--- src/rtl/mcfe_pkg.sv ---
// Shared constants and types for the motor command frame encoder.
package mcfe_pkg;

  localparam int unsigned ValueW  = 32;
  localparam int unsigned QuotW   = 16;
  localparam int unsigned NumW    = ValueW + QuotW;
  localparam int unsigned CfgIdxW = 4;

  // Code widths of the five fields
  localparam int unsigned PosBits = 16;
  localparam int unsigned VelBits = 12;
  localparam int unsigned TrqBits = 12;
  localparam int unsigned KpBits  = 12;
  localparam int unsigned KdBits  = 9;

  typedef enum logic [CfgIdxW-1:0] {
    CFG_POS_LO = 4'd0,
    CFG_POS_HI = 4'd1,
    CFG_VEL_LO = 4'd2,
    CFG_VEL_HI = 4'd3,
    CFG_TRQ_LO = 4'd4,
    CFG_TRQ_HI = 4'd5,
    CFG_KP_HI  = 4'd6,
    CFG_KD_HI  = 4'd7
  } cfg_idx_t;

  localparam logic signed [ValueW-1:0] PosLoRst = -32'sd819200;
  localparam logic signed [ValueW-1:0] PosHiRst = 32'sd819200;
  localparam logic signed [ValueW-1:0] VelLoRst = -32'sd2949120;
  localparam logic signed [ValueW-1:0] VelHiRst = 32'sd2949120;
  localparam logic signed [ValueW-1:0] TrqLoRst = -32'sd1179648;
  localparam logic signed [ValueW-1:0] TrqHiRst = 32'sd1179648;
  localparam logic signed [ValueW-1:0] KpHiRst  = 32'sd32768000;
  localparam logic signed [ValueW-1:0] KdHiRst  = 32'sd327680;

endpackage

--- src/rtl/mcfe_div_lane.sv ---
// Pipelined restoring divider lane: one quotient bit per register stage.
module mcfe_div_lane (
  input  logic                             clk,
  input  logic                             adv,
  input  logic [mcfe_pkg::NumW-1:0]        num,
  input  logic [mcfe_pkg::ValueW-1:0]      span,
  output logic [mcfe_pkg::QuotW-1:0]       quot
);

  localparam int unsigned VW = mcfe_pkg::ValueW;
  localparam int unsigned QW = mcfe_pkg::QuotW;

  // Stage 0 holds the loaded operands, stage k holds k quotient bits
  logic [VW-1:0] rem_r  [0:QW];
  logic [QW-1:0] low_r  [0:QW];
  logic [QW-1:0] q_r    [0:QW];
  logic [VW-1:0] span_r [0:QW];

  // Load: numerator top bits are below span since quotient fits QW bits
  always_ff @(posedge clk) begin
    if (adv) begin
      rem_r[0]  <= num[mcfe_pkg::NumW-1:QW];
      low_r[0]  <= num[QW-1:0];
      q_r[0]    <= '0;
      span_r[0] <= span;
    end
  end

  for (genvar k = 0; k < QW; k++) begin : g_stage
    logic [VW:0]   trial;
    logic [VW:0]   diff;
    logic          take;
    always_comb begin
      trial = {rem_r[k], low_r[k][QW-1]};
      diff  = trial - {1'b0, span_r[k]};
      take  = (trial >= {1'b0, span_r[k]});
    end
    always_ff @(posedge clk) begin
      if (adv) begin
        rem_r[k+1]  <= take ? diff[VW-1:0] : trial[VW-1:0];
        low_r[k+1]  <= {low_r[k][QW-2:0], 1'b0};
        q_r[k+1]    <= {q_r[k][QW-2:0], take};
        span_r[k+1] <= span_r[k];
      end
    end
  end

  assign quot = q_r[QW];

endmodule

--- config.mk ---
export PLATFORM = sky130hd
export DESIGN_NAME = mcfe_div_lane
export DESIGN_NICKNAME = d
export VERILOG_FILES = /design/src/rtl/mcfe_pkg.sv /design/src/rtl/mcfe_div_lane.sv
export SDC_FILE = /design/constraint.sdc
export NUM_CORES = 2
export LEC_CHECK = 0
export ABC_AREA = 1
export BUFFER_PORTS_ARGS = -buffer_cell sky130_fd_sc_hd__buf_4
export CAP_MARGIN = 40
export CORE_ASPECT_RATIO = 1.2
export CORE_MARGIN = 5
export CORE_UTILIZATION = 43
export CTS_BUF_LIST = sky130_fd_sc_hd__clkbuf_8
export CTS_CLUSTER_DIAMETER = 60
export DETAILED_ROUTE_END_ITERATION = 7
export GPL_ROUTABILITY_DRIVEN = 0
export MAX_ROUTING_LAYER = met4
export PLACE_DENSITY = 0.56
export SLEW_MARGIN = 20
export SYNTH_ARGS = -nofsm -noshare
export SYNTH_HDL_FRONTEND = slang
export SYNTH_SLANG_ARGS = --single-unit
--- constraint.sdc ---
create_clock -name clk -period 2.65 [get_ports clk]
set_clock_uncertainty 0.15 [all_clocks]
set_input_delay 0.53 -clock clk [delete_from_list [all_inputs] [get_ports clk]]
set_output_delay 0.53 -clock clk [all_outputs]
set_load 0.02 [all_outputs]
# ---- Yosys cells after proc, flatten, opt, wreduce, memory -nomap -nowiden
# Memories as Yosys holds them, arrays and structs flattened.
# Cells that the tools add are included.
dict set report word_totals {
  out_inout_bits 16
  input_bits 82
  register_bits 0
  rom_bits 0
  latch_bits 0
  memories 4
  word_cells 54
  ramBits 1632
}
# name words word_bits rd rd_ports_with_merged_regs wr line_no
set mem_list {}
lappend mem_list {rem_r 17 32 16 0 17 mcfe_div_lane.sv:14} ;# logic [VW-1:0] rem_r [0:QW];
lappend mem_list {span_r 17 32 16 0 17 mcfe_div_lane.sv:17} ;# logic [VW-1:0] span_r [0:QW];
lappend mem_list {low_r 17 16 16 0 17 mcfe_div_lane.sv:15} ;# logic [QW-1:0] low_r [0:QW];
lappend mem_list {q_r 17 16 17 0 17 mcfe_div_lane.sv:16} ;# logic [QW-1:0] q_r [0:QW];
dict set report op_classes {
  n_reduce_logical 0
  eq_ne 0
  n_addsub 16
  shifts 0
  multipliers 0
  muxes 18
  n_bitwise 0
  n_div 0
  n_lt_le_gt_ge 16
}
# operator count
set op_table {}
lappend op_table {{$ge 33x32->1} 16}
lappend op_table {{$mux 32} 16}
lappend op_table {{$sub 32x32->32} 16}
lappend op_table {{$mux 1} 2}

# ---- Longest topological paths before layout
dict set report depth {
  ltp_word 2
  ltp_mapped 16
  depth_no_buf 15
}

# ---- Worst setup path before layout
# Ideal clock, no wire load.
dict set report synth_path {
  path_type {reg-to-reg}
  from {memory rem_r[0][291] (netlist bit)}
  to {memory rem_r[0][331] (netlist bit), data pin}
  setup_time_ns 0.252
  synth_period_minus_slack_ns 2.165
  n_path_buf 1
  arrival_time_ns 1.763
  t_required_ns 2.248
  path_stages_with_launch 14
  setup_slack_ns 0.485
  cell_sequence {edfxtp_1 ha_1 nand2_1 nand2_1 nand3b_2 nand2_2 nand2_4 nand2_4 nand2_4 nand2_4 nand2_8 buf_12 nand2_1 nand2_1}
}
# element line_no
set synth_rtl {}
lappend synth_rtl {{start: declaration} mcfe_div_lane.sv:14}

==> flow_metrics.tcl <==
set metrics [dict create \
    outcome "finished, final reports clean" \
    p_int_mw 66.5 \
    p_sw_mw 55.4 \
    syn_area_um2 86900 \
    r2r_setup_slack_ns 0.01 \
    final_cell_mix "4092 x nand2_1, 2320 x inv_1, 1296 x edfxtp_1, 1249 x buf_4, 829 x nand3_1" \
    finalNetCount 13462 \
    cts_inserted_buffers 213 \
    clkPwrFrac_pct 14.1 \
    ys_seq_elements 1296 \
    setup_violations 0 \
    grt_max_degree 82 \
    overflow 0 \
    dr.first_iter.drc_count 5322 \
    fin_tns_setup_ns 0 \
    num_rows 180 \
    p_per_area_nw_per_um2 1110 \
    cp_data_required_time_ns 3.17 \
    drt_pass1_iterations 6 \
    cts_max_path_buffers 3 \
    peakVddDrop_mv 0.636 \
    ys_warn_count 0 \
    tightest_slew_ns 0.633 \
    clock_latency_ns 1.01 \
    sequentialPowerShare_pct 28.2 \
    initial_core_util_pct 43.3 \
    fin_crit_sh_pct 99.6 \
    netlist.area_leader.share_pct 44.8 \
    cts_tree "yes" \
    max_freq_mhz 379 \
    report.final.hold_viol_count 0 \
    ios 98 \
    worst_path_max_delay_cell "edfxtp_1" \
    antenna_left 0 \
    place_ws_ns -0.698 \
    rsz0062_at_grt "yes" \
    setup_ws_ns 0.0107 \
    dieArea_um2 211000 \
    cts.clk_slew.worst_paths_ns 0.06 \
    die_w_um 420 \
    synth_cells 11283 \
    criticalPathCategory "register to register" \
    vias 78311 \
    leakage_nw 56.0 \
    fin_util_pct 54.9 \
    dp_hpwl_um 232000 \
    grtUsageTotal_pct 27.8 \
    synth-edff-count 1296 \
    path_max_fanout 18 \
    cts-root-buf "clkbuf_8" \
    synth_area_leader_cell "edfxtp_1" \
    cts_htree_levels 4 \
    core-area_um2 201000 \
    crit_chain "inv_1 > ha_4 > nand2_1 > nor2_4 > nand3_1 > nor2_1 > nand2_2 > nand2_2 > nor2_4 > buf_4 > buf_12 > nand3_1 > nand2_1" \
    ys.flop_type "edfxtp_1" \
    ys_seq_area_share_pct 44.8 \
    slew_violations 0 \
    synth_nets 11892 \
    synthArstFlopShare_pct 0 \
    critPathArrivalTime_ns 3.16 \
    place.port_buffers 97 \
    num-fill-cells 18545 \
    mostFrequentLayoutCell "nand2_1" \
    combPwrFrac_pct 57.7 \
    die_h_um 502 \
    critPathLaunchType "register" \
    drcViolationCount 0 \
    slew_headroom_pct 57.4 \
    sw_frac_of_total_pct 45.4 \
    avgSynthCellArea_um2 7.70 \
    cts_sinks 1296 \
    min_path_type "input port to register" \
    cap_violations 0 \
    area.growth.synth_to_final_pct 26.7 \
    max_stage_delay_ns 0.46 \
    grt_antenna_before_repair 2 \
    post-route-min-period_ns 2.64 \
    vias_per_cell 5.00 \
    drive_above_1_share_pct 20.0 \
    hold_slack_ns 0.126 \
    crit_path_end_kind "register" \
    wire_per_inst_um 19.0 \
    wirelength_um 297000 \
    synthTopCellsByArea "edfxtp_1 45%, nand2_1 18%, inv_1 10%" \
    grt_pass1_vias 76882 \
    synthDistinctLibCells 39 \
    grt_pass1_wl_um 436000 \
]
## per-stage QoR
stage | total power, mW | area [um^2] | cells
after floorplan | 71.0 | 86900 | 11283
after global placement | 96.2 | 98400 | 14907
after detailed placement | 96.8 | 98400 | 14907
after CTS | 117 | 106000 | 15506
after global routing | 131 | 110000 | 15664
final | 122 | 110000 | 15664
## power by group through the flow
stage | Sequential, mW | Clock, mW | Combinational [mW]
6_report | 34.3 | 17.2 | 70.4
3_3_place_gp | 34.1 | 0 | 62.1
3_5_place_dp | 34.2 | 0 | 62.6
4_1_cts | 33.9 | 17.8 | 65.2
5_1_grt | 34.6 | 18.6 | 77.4
2_1_floorplan | 31.5 | 0 | 39.5
## critical path: cells and delay by family (launching register included)
kind | cells | cell delay, ns
DFF | 1 | 0.46
and+or+nand+nor | 9 | 0.93
adders and majority gates | 1 | 0.30
buffers and inverters | 3 | 0.46
## sequential cells by signal, summed over array words and instances (netlist names)
register / cells
low_r: 136
rem_r: 512
q_r: 136
span_r: 512
## final timing paths
kind,start,endpoint,depth (start not counted)
hold / removal,num[6],low_r[0][6],2
setup reg to reg,span_r[0][135],rem_r[0][179],13
hold reg to reg,low_r[0][11],low_r[0][28],0
setup / recovery,span_r[0][135],rem_r[0][179],13
## layer usage
layer,wire length (um),GRT usage (%),part of all wire (%),vias to the layer above
met3,13400,3.00,4.5,1063
li1,-,-,-,38453
met4,29500,21.8,9.9,0
met1,105000,27.9,35,36196
met5,0,-,0,-
met2,149000,49.4,50,2599
## cells in the mapped netlist, types with 8 or more instances
master    instances
edfxtp_1       1296
buf_4            25
nor3_1          116
and2_1           72
inv_2            27
inv_1          2316
xor2_1          192
fa_1             15
ha_1            512
o21bai_1         20
nand2_4          24
buf_6            31
nand3_1         889
nand3b_1        111
nor3_2           14
nand2_1        4242
o21ai_0          31
nor2_1          592
a21oi_1         303
xnor2_1          20
nand2_8          12
buf_12            8
nand4_1          43
nand2_2          89
nor2_4           14
buf_2            86
nor2_2           59
nand3_2          88
## layout make-up
class	instances	area [um^2]	share of cell area (%)
Timing Repair Buffer	1487	12800	11.6
Clock buffer	213	2930	2.66
Tap cell	2639	3300	3.00
Inverter	2344	8800	7.99
Antenna cell	2	5.00	0.00455
Sequential cell	1296	38900	35.4
Clock inverter	172	1160	1.06
Multi-Input combinational cell	7511	42200	38.3
## logic make-up (layout without fill, tap and decap cells)
| family | after synthesis | after routing | share of synthesized area, % |
|---|---|---|---|
| AO/OA/AOI/OAI | 366 | 366 | 2.19 |
| other | 0 | 2 | 0 |
| AND/OR/NAND/NOR | 6382 | 6406 | 31.6 |
| buffers and inverters | 2500 | 4216 | 11.5 |
| XOR/XNOR | 212 | 212 | 2.14 |
| flip-flops | 1296 | 1296 | 44.8 |
| adder cells (fa/ha/maj) | 527 | 527 | 7.72 |
## what timing repair did
item | CTS | global route
hold buffers | 121 | 0
pin swaps | 41 | 123
cloned | 12 | 21
endpoints found under the hold margin | 239 | 0
endpoints found under the setup margin | 409 | 452
buffers inserted | 81 | 138
gates resized for setup | 178 | 561
Note: power is estimated with default switching activity, not from simulation.
